### config.mk
export PLATFORM = sky130hd
export DESIGN_NAME = saw_lowpass_adsr_voice_flat
export DESIGN_NICKNAME = d
export VERILOG_FILES = /design/src/hw/rtl/slav_pkg.sv /design/src/hw/rtl/slav_if.sv /design/src/hw/rtl/saw_lowpass_adsr_voice.sv /design/src/hw/rtl/slav_ctrl.sv /design/src/hw/rtl/slav_dp.sv /design/src/flat_wrapper.sv
export SDC_FILE = /design/constraint.sdc
export NUM_CORES = 2
export LEC_CHECK = 0
export BUFFER_PORTS_ARGS = -buffer_cell sky130_fd_sc_hd__buf_2
export CELL_PAD_IN_SITES_DETAIL_PLACEMENT = 2
export CELL_PAD_IN_SITES_GLOBAL_PLACEMENT = 2
export CORE_UTILIZATION = 30
export CTS_BUF_LIST = sky130_fd_sc_hd__clkbuf_4 sky130_fd_sc_hd__clkbuf_8
export CTS_CLUSTER_SIZE = 28
export DETAILED_ROUTE_END_ITERATION = 10
export PLACE_DENSITY_LB_ADDON = 0.1
export SLEW_MARGIN = 10
export SYNTH_ARGS = -nofsm -noshare
export SYNTH_HDL_FRONTEND = slang
export SYNTH_SLANG_ARGS = --single-unit
### constraint.sdc
create_clock -name clk -period 14.7 [get_ports clk]
set_clock_uncertainty 0.15 [all_clocks]
set_input_delay 2.94 -clock clk [delete_from_list [all_inputs] [get_ports clk]]
set_output_delay 2.94 -clock clk [all_outputs]
set_load 0.05 [all_outputs]
### src/hw/rtl/slav_pkg.sv
// Shared constants, codes and control types of the saw/lowpass/ADSR voice.
package slav_pkg;

  localparam int SUSTAIN_SAMPLES_DEF = 11025;
  localparam int SAMPLE_BITS_DEF     = 16;

  localparam int PH_W       = 32;
  localparam int COEF_W     = 32;
  localparam int LEN_W      = 24;
  localparam int LVL_W      = 17;
  localparam int IDX_W      = 26;
  localparam int ST_W       = 40;
  localparam int ACC_W      = 72;
  localparam int MA_W       = 32;
  localparam int MB_W       = 25;
  localparam int Q_W        = 17;
  localparam int SEGT_W     = 27;
  localparam int SATIN_W    = 44;
  localparam int CNT_W      = 5;
  localparam int CFG_IDX_W  = 3;
  localparam int CFG_DATA_W = 32;

  localparam logic [LVL_W-1:0] ENV_ONE = LVL_W'(65536);
  localparam logic [IDX_W-1:0] IDX_MAX = '1;

  typedef enum logic [CFG_IDX_W-1:0] {
    REG_PHASE_INC = 3'd0,
    REG_COEF_B0   = 3'd1,
    REG_COEF_A1   = 3'd2,
    REG_COEF_A2   = 3'd3,
    REG_ATTACK    = 3'd4,
    REG_DECAY     = 3'd5,
    REG_SUSTAIN   = 3'd6,
    REG_RELEASE   = 3'd7
  } cfg_reg_t;

  typedef enum logic [2:0] {
    SEG_ATK = 3'd0,
    SEG_DEC = 3'd1,
    SEG_SUS = 3'd2,
    SEG_REL = 3'd3,
    SEG_OFF = 3'd4
  } seg_t;

  typedef enum logic [2:0] {
    MA_NUM = 3'd0,
    MA_B0  = 3'd1,
    MA_A1  = 3'd2,
    MA_A2  = 3'd3,
    MA_ENV = 3'd4
  } mul_a_sel_t;

  typedef enum logic [2:0] {
    MB_NUM = 3'd0,
    MB_XHI = 3'd1,
    MB_XLO = 3'd2,
    MB_YHI = 3'd3,
    MB_YLO = 3'd4
  } mul_b_sel_t;

  typedef struct packed {
    logic       accept;
    logic       seg;
    logic       div_init;
    logic       div_step;
    logic       env;
    logic       mul_en;
    logic       mul_clr;
    logic       mul_sh;
    mul_a_sel_t msel_a;
    mul_b_sel_t msel_b;
    logic       y_ld;
    logic       s1_upd;
    logic       s2_upd;
    logic       out_load;
  } cmd_t;

  typedef struct packed {
    logic out_free;
  } stat_t;

  // clamp to 40-bit signed
  function automatic logic signed [ST_W-1:0] sat_st(input logic signed [SATIN_W-1:0] v);
    logic signed [ST_W-1:0] r;
    if (v[SATIN_W-1:ST_W-1] == '0 || v[SATIN_W-1:ST_W-1] == '1) begin
      r = v[ST_W-1:0];
    end else if (v[SATIN_W-1]) begin
      r = {1'b1, {(ST_W-1){1'b0}}};
    end else begin
      r = {1'b0, {(ST_W-1){1'b1}}};
    end
    return r;
  endfunction

endpackage

### src/hw/rtl/slav_if.sv
// Request and result channel interfaces of the voice.
interface slav_in_if;
  logic valid;
  logic ready;
  logic opcode;
  logic last_tick;
  modport source (output valid, output opcode, output last_tick, input ready);
  modport sink (input valid, input opcode, input last_tick, output ready);
endinterface

interface slav_out_if import slav_pkg::*; #(
  parameter int SAMPLE_BITS = SAMPLE_BITS_DEF
);
  logic                          valid;
  logic                          ready;
  logic signed [SAMPLE_BITS-1:0] sample;
  logic                          last;
  modport source (output valid, output sample, output last, input ready);
  modport sink (input valid, input sample, input last, output ready);
endinterface

### src/hw/rtl/saw_lowpass_adsr_voice.sv
// Channel    | Dir | Payload                    | Handshake
// in_ch      | in  | opcode, last_tick          | valid/ready
// out_ch     | out | sample (SAMPLE_BITS), last | valid/ready
// cfg_*      | in  | cfg_idx, cfg_wdata         | cfg_we, no wait
// Each request runs the one-bit-per-cycle envelope divider and nine passes
// of the shared 32x25 multiplier-accumulator before its result is loaded;
// a new request is accepted only after that load. Synchronous reset loads
// register defaults and zeros the voice state; no clearing pass. A result
// sits in the output register so the next request is taken while it waits;
// a request finishing before that result is taken holds in its last step.
module saw_lowpass_adsr_voice import slav_pkg::*; #(
  parameter int SUSTAIN_SAMPLES = SUSTAIN_SAMPLES_DEF,
  parameter int SAMPLE_BITS     = SAMPLE_BITS_DEF
) (
  input  logic                  clk,
  input  logic                  rst_n,
  slav_in_if.sink               in_ch,
  slav_out_if.source            out_ch,
  input  logic                  cfg_we,
  input  logic [CFG_IDX_W-1:0]  cfg_idx,
  input  logic [CFG_DATA_W-1:0] cfg_wdata
);

  cmd_t  cmd;
  stat_t stat;

  slav_ctrl u_ctrl (
    .clk      (clk),
    .rst_n    (rst_n),
    .in_valid (in_ch.valid),
    .in_ready (in_ch.ready),
    .stat     (stat),
    .cmd      (cmd)
  );

  slav_dp #(
    .SUSTAIN_SAMPLES (SUSTAIN_SAMPLES),
    .SAMPLE_BITS     (SAMPLE_BITS)
  ) u_dp (
    .clk          (clk),
    .rst_n        (rst_n),
    .cfg_we       (cfg_we),
    .cfg_idx      (cfg_idx),
    .cfg_wdata    (cfg_wdata),
    .in_opcode    (in_ch.opcode),
    .in_last_tick (in_ch.last_tick),
    .cmd          (cmd),
    .stat         (stat),
    .out_valid    (out_ch.valid),
    .out_ready    (out_ch.ready),
    .out_sample   (out_ch.sample),
    .out_last     (out_ch.last)
  );

endmodule

### src/hw/rtl/slav_ctrl.sv
// Sequencer: steps the datapath through envelope, divider and filter passes.
module slav_ctrl import slav_pkg::*; (
  input  logic  clk,
  input  logic  rst_n,
  input  logic  in_valid,
  output logic  in_ready,
  input  stat_t stat,
  output cmd_t  cmd
);

  typedef enum logic [15:0] {
    S_IDLE = 16'h0001,
    S_SEG  = 16'h0002,
    S_NUM  = 16'h0004,
    S_DIVI = 16'h0008,
    S_DIV  = 16'h0010,
    S_ENV  = 16'h0020,
    S_P0   = 16'h0040,
    S_P1   = 16'h0080,
    S_Y    = 16'h0100,
    S_A1H  = 16'h0200,
    S_A1L  = 16'h0400,
    S_A2H  = 16'h0800,
    S_A2L  = 16'h1000,
    S_EH   = 16'h2000,
    S_EL   = 16'h4000,
    S_OUT  = 16'h8000
  } state_t;

  state_t            state_r, state_nxt;
  logic [CNT_W-1:0]  cnt_r, cnt_nxt;

  always_comb begin
    state_nxt = state_r;
    cnt_nxt   = cnt_r;
    cmd       = '0;
    in_ready  = 1'b0;
    unique case (state_r)
      S_IDLE: begin
        in_ready   = 1'b1;
        cmd.accept = in_valid;
        if (in_valid) state_nxt = S_SEG;
      end
      S_SEG: begin
        cmd.seg   = 1'b1;
        state_nxt = S_NUM;
      end
      S_NUM: begin
        cmd.mul_en  = 1'b1;
        cmd.mul_clr = 1'b1;
        cmd.msel_a  = MA_NUM;
        cmd.msel_b  = MB_NUM;
        state_nxt   = S_DIVI;
      end
      S_DIVI: begin
        cmd.div_init = 1'b1;
        cnt_nxt      = '0;
        state_nxt    = S_DIV;
      end
      S_DIV: begin
        cmd.div_step = 1'b1;
        cnt_nxt      = cnt_r + CNT_W'(1);
        if (cnt_r == CNT_W'(Q_W - 1)) state_nxt = S_ENV;
      end
      S_ENV: begin
        cmd.env   = 1'b1;
        state_nxt = S_P0;
      end
      S_P0: begin
        cmd.mul_en  = 1'b1;
        cmd.mul_clr = 1'b1;
        cmd.mul_sh  = 1'b1;
        cmd.msel_a  = MA_B0;
        cmd.msel_b  = MB_XHI;
        state_nxt   = S_P1;
      end
      S_P1: begin
        cmd.mul_en = 1'b1;
        cmd.msel_a = MA_B0;
        cmd.msel_b = MB_XLO;
        state_nxt  = S_Y;
      end
      S_Y: begin
        cmd.y_ld  = 1'b1;
        state_nxt = S_A1H;
      end
      S_A1H: begin
        cmd.mul_en  = 1'b1;
        cmd.mul_clr = 1'b1;
        cmd.mul_sh  = 1'b1;
        cmd.msel_a  = MA_A1;
        cmd.msel_b  = MB_YHI;
        state_nxt   = S_A1L;
      end
      S_A1L: begin
        cmd.mul_en = 1'b1;
        cmd.msel_a = MA_A1;
        cmd.msel_b = MB_YLO;
        state_nxt  = S_A2H;
      end
      S_A2H: begin
        cmd.s1_upd  = 1'b1;
        cmd.mul_en  = 1'b1;
        cmd.mul_clr = 1'b1;
        cmd.mul_sh  = 1'b1;
        cmd.msel_a  = MA_A2;
        cmd.msel_b  = MB_YHI;
        state_nxt   = S_A2L;
      end
      S_A2L: begin
        cmd.mul_en = 1'b1;
        cmd.msel_a = MA_A2;
        cmd.msel_b = MB_YLO;
        state_nxt  = S_EH;
      end
      S_EH: begin
        cmd.s2_upd  = 1'b1;
        cmd.mul_en  = 1'b1;
        cmd.mul_clr = 1'b1;
        cmd.mul_sh  = 1'b1;
        cmd.msel_a  = MA_ENV;
        cmd.msel_b  = MB_YHI;
        state_nxt   = S_EL;
      end
      S_EL: begin
        cmd.mul_en = 1'b1;
        cmd.msel_a = MA_ENV;
        cmd.msel_b = MB_YLO;
        state_nxt  = S_OUT;
      end
      S_OUT: begin
        // hold here while the previous result is still unclaimed
        if (stat.out_free) begin
          cmd.out_load = 1'b1;
          state_nxt    = S_IDLE;
        end
      end
      default: begin
        state_nxt = S_IDLE;
      end
    endcase
  end

  always_ff @(posedge clk) begin
    if (!rst_n) begin
      state_r <= S_IDLE;
      cnt_r   <= '0;
    end else begin
      state_r <= state_nxt;
      cnt_r   <= cnt_nxt;
    end
  end

  a_accept_starts: assert property (@(posedge clk) disable iff (!rst_n)
    (in_valid && in_ready) |=> (state_r == S_SEG))
    else $error("accepted request did not start the envelope step");

  a_div_len: assert property (@(posedge clk) disable iff (!rst_n)
    (state_r == S_DIV) |-> (cnt_r < CNT_W'(Q_W)))
    else $error("divider ran past its quotient width");

  a_load_gate: assert property (@(posedge clk) disable iff (!rst_n)
    cmd.out_load |-> stat.out_free)
    else $error("result loaded over an unclaimed result");

  a_div_to_env: assert property (@(posedge clk) disable iff (!rst_n)
    (state_r == S_ENV) |-> ($past(state_r) == S_DIV))
    else $error("envelope latched without a finished divide");

endmodule

### src/hw/rtl/slav_dp.sv
// Datapath: config registers, voice state, shared multiplier/accumulator, divider.
module slav_dp import slav_pkg::*; #(
  parameter int SUSTAIN_SAMPLES = SUSTAIN_SAMPLES_DEF,
  parameter int SAMPLE_BITS     = SAMPLE_BITS_DEF
) (
  input  logic                          clk,
  input  logic                          rst_n,
  input  logic                          cfg_we,
  input  logic [CFG_IDX_W-1:0]          cfg_idx,
  input  logic [CFG_DATA_W-1:0]         cfg_wdata,
  input  logic                          in_opcode,
  input  logic                          in_last_tick,
  input  cmd_t                          cmd,
  output stat_t                         stat,
  output logic                          out_valid,
  input  logic                          out_ready,
  output logic signed [SAMPLE_BITS-1:0] out_sample,
  output logic                          out_last
);

  localparam int OUT_SHIFT = 48 - SAMPLE_BITS;
  localparam logic signed [ACC_W-1:0] RND    = ACC_W'(1) << (OUT_SHIFT - 1);
  localparam logic signed [ACC_W-1:0] LIM_HI = (ACC_W'(1) << (SAMPLE_BITS - 1)) - ACC_W'(1);
  localparam logic signed [ACC_W-1:0] LIM_LO = -LIM_HI - ACC_W'(1);

  // configuration
  logic        [PH_W-1:0]   inc_r;
  logic signed [COEF_W-1:0] b0_r, a1_r, a2_r;
  logic        [LEN_W-1:0]  att_r, dec_r, rel_r;
  logic        [LVL_W-1:0]  sus_r;

  // voice state
  logic        [PH_W-1:0]  phase_r;
  logic signed [ST_W-1:0]  s1_r, s2_r;
  logic        [IDX_W-1:0] idx_r;

  // working registers
  logic                      last_r;
  seg_t                      seg_r;
  logic        [LVL_W-1:0]   num_a_r;
  logic        [LEN_W-1:0]   num_b_r;
  logic        [LEN_W-1:0]   den_r;
  logic        [LEN_W-1:0]   rem_r;
  logic        [Q_W-1:0]     q_r;
  logic        [LVL_W-1:0]   env_r;
  logic signed [ACC_W-1:0]   acc_r;
  logic signed [34:0]        p29_r;
  logic signed [ST_W-1:0]    y_r;
  logic                      out_valid_r;
  logic signed [SAMPLE_BITS-1:0] sample_r;
  logic                      olast_r;

  // envelope segment decode
  logic [LVL_W-1:0]  s_cl;
  logic [SEGT_W-1:0] t_x, de, se, u;
  seg_t              seg_nxt;
  logic [LVL_W-1:0]  num_a_nxt;
  logic [LEN_W-1:0]  num_b_nxt, den_nxt;

  always_comb begin
    s_cl      = (sus_r > ENV_ONE) ? ENV_ONE : sus_r;
    t_x       = SEGT_W'(idx_r);
    de        = SEGT_W'(att_r) + SEGT_W'(dec_r);
    se        = de + SEGT_W'(SUSTAIN_SAMPLES);
    u         = t_x - se;
    seg_nxt   = SEG_OFF;
    num_a_nxt = s_cl;
    num_b_nxt = '0;
    den_nxt   = rel_r;
    priority if (t_x < SEGT_W'(att_r)) begin
      seg_nxt   = SEG_ATK;
      num_a_nxt = ENV_ONE;
      num_b_nxt = t_x[LEN_W-1:0];
      den_nxt   = att_r;
    end else if (t_x < de) begin
      seg_nxt   = SEG_DEC;
      num_a_nxt = ENV_ONE - s_cl;
      num_b_nxt = t_x[LEN_W-1:0] - att_r;
      den_nxt   = dec_r;
    end else if (t_x < se) begin
      seg_nxt = SEG_SUS;
    end else if (u >= SEGT_W'(rel_r)) begin
      seg_nxt = SEG_OFF;
    end else begin
      seg_nxt   = SEG_REL;
      num_b_nxt = rel_r - u[LEN_W-1:0];
    end
  end

  // shared multiplier and accumulator
  logic signed [MA_W-1:0]      ma;
  logic signed [MB_W-1:0]      mb;
  logic signed [MA_W+MB_W-1:0] prod;
  logic signed [ACC_W-1:0]     prod_x, addend, acc_nxt;

  always_comb begin
    unique case (cmd.msel_a)
      MA_NUM:  ma = MA_W'(num_a_r);
      MA_B0:   ma = b0_r;
      MA_A1:   ma = a1_r;
      MA_A2:   ma = a2_r;
      MA_ENV:  ma = MA_W'(env_r);
      default: ma = '0;
    endcase
    unique case (cmd.msel_b)
      MB_NUM:  mb = MB_W'(num_b_r);
      MB_XHI:  mb = {{(MB_W-16){phase_r[PH_W-1]}}, phase_r[PH_W-1:16]};
      MB_XLO:  mb = MB_W'(phase_r[15:0]);
      MB_YHI:  mb = {y_r[ST_W-1], y_r[ST_W-1:16]};
      MB_YLO:  mb = MB_W'(y_r[15:0]);
      default: mb = '0;
    endcase
    prod    = ma * mb;
    prod_x  = {{(ACC_W-MA_W-MB_W){prod[MA_W+MB_W-1]}}, prod};
    addend  = cmd.mul_sh ? (prod_x <<< 16) : prod_x;
    acc_nxt = cmd.mul_clr ? addend : acc_r + addend;
  end

  // divider step
  logic [LEN_W:0]   trial;
  logic             ge;
  logic [LEN_W-1:0] rem_nxt;

  always_comb begin
    trial   = {rem_r, q_r[Q_W-1]};
    ge      = trial >= {1'b0, den_r};
    rem_nxt = ge ? LEN_W'(trial - {1'b0, den_r}) : trial[LEN_W-1:0];
  end

  // filter arithmetic
  logic signed [SATIN_W-1:0] y_sum, s1_sum, s2_sum;
  logic signed [ACC_W-1:0]   m_acc;

  always_comb begin
    m_acc  = acc_r >>> 30;
    y_sum  = SATIN_W'(acc_r >>> 30) + SATIN_W'(s1_r);
    s1_sum = SATIN_W'(p29_r) + SATIN_W'(s2_r) - SATIN_W'(m_acc);
    s2_sum = SATIN_W'(p29_r >>> 1) - SATIN_W'(m_acc);
  end

  // output rounding and saturation
  logic signed [ACC_W-1:0]       rnd_q;
  logic signed [SAMPLE_BITS-1:0] sample_nxt;

  always_comb begin
    rnd_q = (acc_r + RND) >>> OUT_SHIFT;
    priority if (rnd_q > LIM_HI) begin
      sample_nxt = LIM_HI[SAMPLE_BITS-1:0];
    end else if (rnd_q < LIM_LO) begin
      sample_nxt = LIM_LO[SAMPLE_BITS-1:0];
    end else begin
      sample_nxt = rnd_q[SAMPLE_BITS-1:0];
    end
  end

  // control and architectural state
  always_ff @(posedge clk) begin
    if (!rst_n) begin
      inc_r       <= '0;
      b0_r        <= '0;
      a1_r        <= '0;
      a2_r        <= '0;
      att_r       <= LEN_W'(1);
      dec_r       <= '0;
      sus_r       <= ENV_ONE;
      rel_r       <= LEN_W'(1);
      phase_r     <= '0;
      s1_r        <= '0;
      s2_r        <= '0;
      idx_r       <= '0;
      out_valid_r <= 1'b0;
    end else begin
      if (cfg_we) begin
        unique case (cfg_reg_t'(cfg_idx))
          REG_PHASE_INC: inc_r <= cfg_wdata[PH_W-1:0];
          REG_COEF_B0:   b0_r  <= cfg_wdata[COEF_W-1:0];
          REG_COEF_A1:   a1_r  <= cfg_wdata[COEF_W-1:0];
          REG_COEF_A2:   a2_r  <= cfg_wdata[COEF_W-1:0];
          REG_ATTACK:    att_r <= cfg_wdata[LEN_W-1:0];
          REG_DECAY:     dec_r <= cfg_wdata[LEN_W-1:0];
          REG_SUSTAIN:   sus_r <= cfg_wdata[LVL_W-1:0];
          REG_RELEASE:   rel_r <= cfg_wdata[LEN_W-1:0];
        endcase
      end
      if (cmd.accept) begin
        if (in_opcode) begin
          phase_r <= inc_r;
          s1_r    <= '0;
          s2_r    <= '0;
          idx_r   <= '0;
        end else begin
          phase_r <= phase_r + inc_r;
        end
      end
      if (cmd.s1_upd) s1_r <= sat_st(s1_sum);
      if (cmd.s2_upd) s2_r <= sat_st(s2_sum);
      if (cmd.out_load) begin
        if (idx_r != IDX_MAX) idx_r <= idx_r + IDX_W'(1);
        out_valid_r <= 1'b1;
      end else if (out_ready) begin
        out_valid_r <= 1'b0;
      end
    end
  end

  // working payload
  always_ff @(posedge clk) begin
    if (cmd.accept) last_r <= in_last_tick;
    if (cmd.seg) begin
      seg_r   <= seg_nxt;
      num_a_r <= num_a_nxt;
      num_b_r <= num_b_nxt;
      den_r   <= den_nxt;
    end
    if (cmd.mul_en) acc_r <= acc_nxt;
    if (cmd.div_init) begin
      // quotient fits 17 bits, so the top part is already below the divisor
      rem_r <= acc_r[Q_W+LEN_W-1:Q_W];
      q_r   <= acc_r[Q_W-1:0];
    end else if (cmd.div_step) begin
      rem_r <= rem_nxt;
      q_r   <= {q_r[Q_W-2:0], ge};
    end
    if (cmd.env) begin
      unique case (seg_r)
        SEG_ATK: env_r <= q_r;
        SEG_DEC: env_r <= ENV_ONE - q_r;
        SEG_SUS: env_r <= s_cl;
        SEG_REL: env_r <= q_r;
        default: env_r <= '0;
      endcase
    end
    if (cmd.y_ld) begin
      p29_r <= 35'(acc_r >>> 29);
      y_r   <= sat_st(y_sum);
    end
    if (cmd.out_load) begin
      sample_r <= sample_nxt;
      olast_r  <= last_r;
    end
  end

  assign stat.out_free = !out_valid_r || out_ready;
  assign out_valid     = out_valid_r;
  assign out_sample    = sample_r;
  assign out_last      = olast_r;

  a_env_range: assert property (@(posedge clk) disable iff (!rst_n)
    $past(cmd.env) |-> (env_r <= ENV_ONE))
    else $error("envelope above full scale");

  a_idx_start: assert property (@(posedge clk) disable iff (!rst_n)
    (cmd.accept && in_opcode) |=> (idx_r == '0))
    else $error("note start did not clear the sample index");

  a_idx_step: assert property (@(posedge clk) disable iff (!rst_n)
    (cmd.out_load && idx_r != IDX_MAX) |=> (idx_r == $past(idx_r) + IDX_W'(1)))
    else $error("sample index did not advance with the result");

endmodule
### src/flat_wrapper.sv
// flat-port wrapper written by rule: the top's interface ports become plain ports
module saw_lowpass_adsr_voice_flat import slav_pkg::*;
#(
  parameter int SUSTAIN_SAMPLES = SUSTAIN_SAMPLES_DEF,
  parameter int SAMPLE_BITS     = SAMPLE_BITS_DEF
)
  (clk, rst_n, cfg_we, cfg_idx, cfg_wdata, in_ch_valid, in_ch_opcode, in_ch_last_tick, in_ch_ready, out_ch_valid, out_ch_sample, out_ch_last, out_ch_ready);
  slav_in_if in_ch_i ();
  slav_out_if #(.SAMPLE_BITS(SAMPLE_BITS)) out_ch_i ();
  input  logic clk;
  input  logic rst_n;
  input  logic cfg_we;
  input  logic [CFG_IDX_W-1:0] cfg_idx;
  input  logic [CFG_DATA_W-1:0] cfg_wdata;
  input wire logic [$bits(in_ch_i.valid)-1:0] in_ch_valid;
  input wire logic [$bits(in_ch_i.opcode)-1:0] in_ch_opcode;
  input wire logic [$bits(in_ch_i.last_tick)-1:0] in_ch_last_tick;
  output wire logic [$bits(in_ch_i.ready)-1:0] in_ch_ready;
  output wire logic [$bits(out_ch_i.valid)-1:0] out_ch_valid;
  output wire logic [$bits(out_ch_i.sample)-1:0] out_ch_sample;
  output wire logic [$bits(out_ch_i.last)-1:0] out_ch_last;
  input wire logic [$bits(out_ch_i.ready)-1:0] out_ch_ready;
  assign in_ch_i.valid = in_ch_valid;
  assign in_ch_i.opcode = in_ch_opcode;
  assign in_ch_i.last_tick = in_ch_last_tick;
  assign in_ch_ready = in_ch_i.ready;
  assign out_ch_valid = out_ch_i.valid;
  assign out_ch_sample = out_ch_i.sample;
  assign out_ch_last = out_ch_i.last;
  assign out_ch_i.ready = out_ch_ready;
  saw_lowpass_adsr_voice #(.SUSTAIN_SAMPLES(SUSTAIN_SAMPLES), .SAMPLE_BITS(SAMPLE_BITS)) u_core (.clk(clk), .rst_n(rst_n), .in_ch(in_ch_i), .out_ch(out_ch_i), .cfg_we(cfg_we), .cfg_idx(cfg_idx), .cfg_wdata(cfg_wdata));
endmodule
==> results.yml <==
cells_and_area:
  n_fill_cell: 29300
  nets: 11000
  area_growth_pct: 10.9
  design_area_sq_um: 86400
  drive_gt1_share_pct: 7.20
  layout_common_cells: "nand2_1 (1440), inv_1 (1333), fa_1 (870)"
  finalNonFillerCells: 13000
  post-route-util_pct: 33.5
  layout_commonest_cell: "nand2_1"
hold_path:
  hold_path_class: "reg -> reg"
  min_path_cells: 0
  hold_end: "u_core.u_dp.out_last$_DFFE_PP_"
  min_from: "u_core.u_dp.last_r$_DFFE_PP_"
cts:
  cts_buffer_depth: 3
  worstSkewPairLatency_ns: 0.96
  numCtsBuffers: 141
  cts_hold_buf: 0
  cts.clk_slew.worst_paths_ns: 0.06
  numClockSinks: 668
  tritoncts: "done"
  h-tree-depth: 4
  root_buffer: "clkbuf_8"
worst_setup_path:
  slowest_delay_ns: 0.73
  criticalPathCategory: "reg -> reg"
  cp-start-kind: "register"
  worstSetupEndpointType: "register"
  slowest_stage: "a21oi_1"
  ff2ff_setup_slack_ns: 0.64
  r2r_cells: 49
  cp_max_fo: 13
  arrival_ns: 14.59
  required_ns: 15.23
  critical_path.reg2reg.startpoint: "u_core.u_ctrl.state_r[9]$_SDFFE_PN0P_"
  r2r_end: "u_core.u_dp.acc_r[68]$_DFFE_PP_"
floorplanning:
  die_h_microns: 512
  dieArea_sq_um: 262000
  ios: 61
  die_w_microns: 512
  initial_core_util_pct: 30.3
  rows: 186
  core_area_sq_um: 258000
timing:
  fin_ws_ns: 0.637
  worst_slew_pin_slew_ns: 1.25
  slew_violations: 0
  post-route-period-util_pct: 95.7
  final_hold_viol_count: 0
  max-slew-margin-rel_pct: 16.8
  period_needed_ns: 14.06
  fmax_ghz: 0.0711
  finalSetupViolations: 0
routing:
  drt_iter0_markers: 4156
  detail_route.wl_per_cell_microns: 27.6
  dr.pass1.iters: 6
  remaining_drc_errors: 0
  num_vias: 69600
  vias_per_cell: 5.33
  antenna_left: 0
  wirelength_microns: 360000
place:
  dp_cells: 12800
  dp_slack_ns: 0.0765
  post-dp-hpwl_microns: 292000
  io_buffers: 60
  dpl-instance-area_sq_um: 83400
  gp_congestion: 0.942
synthesis:
  synth_warnings: 0
  synth_top_area_share_pct: 22.3
  async_flop_share_pct: 0
  ys_ff_latch: 668
  yosysTopAreaCell: "fa_1"
  synth_ff_type: "dfxtp_1"
  netlist-cell-type-count: 98
  syn_area_sq_um: 77900
  synth_fp_nets: 11000
  synth_edf_count: 291
  ys_top_cells_by_area: "fa_1 (22%), edfxtp_1 (11%), dfxtp_1 (9.7%)"
  syn-instance-count: 9522
  ys_seq_area_share_pct: 20.9
  avgSynthCellArea_sq_um: 8.18
global_routing:
  grt_first_pass_wirelength_microns: 530000
  grt_antenna_before_repair: 32
  grt_overflow: 0
  grt_max_degree: 76
  track_usage_pct: 27.4
  grt_pass1_vias: 77000
job:
  cap_violations: 0
outcome:
  status: "complete, no violations"
## per-layer routing
layer / share of wire [%] / up-vias / track usage, % / wire length [microns]
met4: 3.6 / 4 / 9.07 / 13000
met3: 3.6 / 435 / 3.03 / 13100
met2: 48 / 1281 / 46.9 / 172000
met1: 45 / 36500 / 35.9 / 161000
met5: 0.0075 / - / 0 / 27
li1: - / 31400 / - / -
## worst max path at each step
stage,startpoint,endpoint,depth (start not counted)
5_1_grt,u_core.u_ctrl.state_r[9]$_SDFFE_PN0P_,u_core.u_dp.acc_r[71]$_DFFE_PP_,48
4_1_cts,u_core.u_ctrl.state_r[10]$_SDFFE_PN0P_,u_core.u_dp.acc_r[61]$_DFFE_PP_,48
2_1_floorplan,u_core.u_ctrl.state_r[10]$_SDFFE_PN0P_,u_core.u_dp.acc_r[68]$_DFFE_PP_,52
6_report,u_core.u_ctrl.state_r[9]$_SDFFE_PN0P_,u_core.u_dp.acc_r[68]$_DFFE_PP_,49
3_3_place_gp,u_core.u_ctrl.state_r[10]$_SDFFE_PN0P_,u_core.u_dp.acc_r[61]$_DFFE_PP_,48
3_5_place_dp,u_core.u_ctrl.state_r[10]$_SDFFE_PN0P_,u_core.u_dp.acc_r[61]$_DFFE_PP_,49
## registers in the layout, summed over array words and instances (netlist names), 24 cells and up
register             flops
u_core.u_dp.p29_r       35
u_core.u_dp.idx_r       26
u_core.u_dp.s1_r        40
u_core.u_dp.dec_r       24
u_core.u_dp.b0_r        32
u_core.u_dp.att_r       24
u_core.u_dp.phase_r     32
u_core.u_dp.inc_r       32
u_core.u_dp.y_r         40
u_core.u_dp.rel_r       24
u_core.u_dp.s2_r        40
u_core.u_dp.den_r       24
u_core.u_dp.a1_r        32
u_core.u_dp.num_b_r     24
u_core.u_dp.acc_r       72
u_core.u_dp.rem_r       24
u_core.u_dp.a2_r        32
## cell type report
cell class / instances / area [sq um] / share of cell area, %
Timing Repair Buffer: 306 / 2480 / 2.87
Sequential cell: 668 / 16300 / 18.8
Multi-Input combinational cell: 7087 / 55400 / 64.1
Antenna cell: 11 / 27.5 / 0.0318
Tap cell: 3384 / 4230 / 4.90
Clock inverter: 55 / 477 / 0.552
Clock buffer: 203 / 2470 / 2.86
Inverter: 1335 / 5020 / 5.81
## cells in the mapped netlist, drive strengths merged, types with 23 or more instances
cell,n
a211oi,51
a21o,236
a21oi,831
a221o,38
a221oi,33
a22oi,42
a31oi,95
and2,55
and3,61
buf,41
clkbuf,391
dfxtp,377
edfxtp,291
fa,870
ha,568
inv,1334
nand2,1443
nand2b,104
nand3,153
nand3b,25
nand4,64
nor2,852
nor2b,66
nor3,94
nor4,23
o211ai,32
o21a,68
o21ai,462
o21bai,61
o31ai,26
or2,28
or3,26
xnor2,261
xor2,155
## kinds of logic (layout without fill, tap and decap cells)
logic type      Yosys count  count (layout)  synth area share [%]
xor+xnor                416             416                  4.68
fa+ha+maj              1438            1438                  31.5
mux                      30              30                 0.401
flops                   668             668                  20.9
compound gates         2160            2160                  17.1
other cells               0              11                     0
simple gates           3043            3043                  16.9
buf+inv                1767            1899                  8.59
## through the flow
step	hold WS [ns]	setup TNS, ns
5_1_grt	0.287	-0.000732
4_1_cts	0.279	0
3_3_place_gp	0.271	0
6_report	0.283	0
2_1_floorplan	0.250	0
3_5_place_dp	0.256	0
## critical path, delay by kind of cell, from the launching register on
family | cells | cell delay (ns)
compound gates | 20 | 4.70
xor+xnor | 1 | 0.41
fa+ha+maj | 9 | 3.59
buf+inv | 6 | 0.99
flops | 1 | 0.36
simple gates | 13 | 3.53
## repair_timing
action,in CTS,in global routing
endpoints found under the hold margin,0,0
buffers inserted,0,1
gates resized for setup,0,14
setup endpoints to repair,0,19
Power is left out: the tool's default activity adds up to more than one toggle a clock period on the data nets, which glitch-free logic cannot reach.
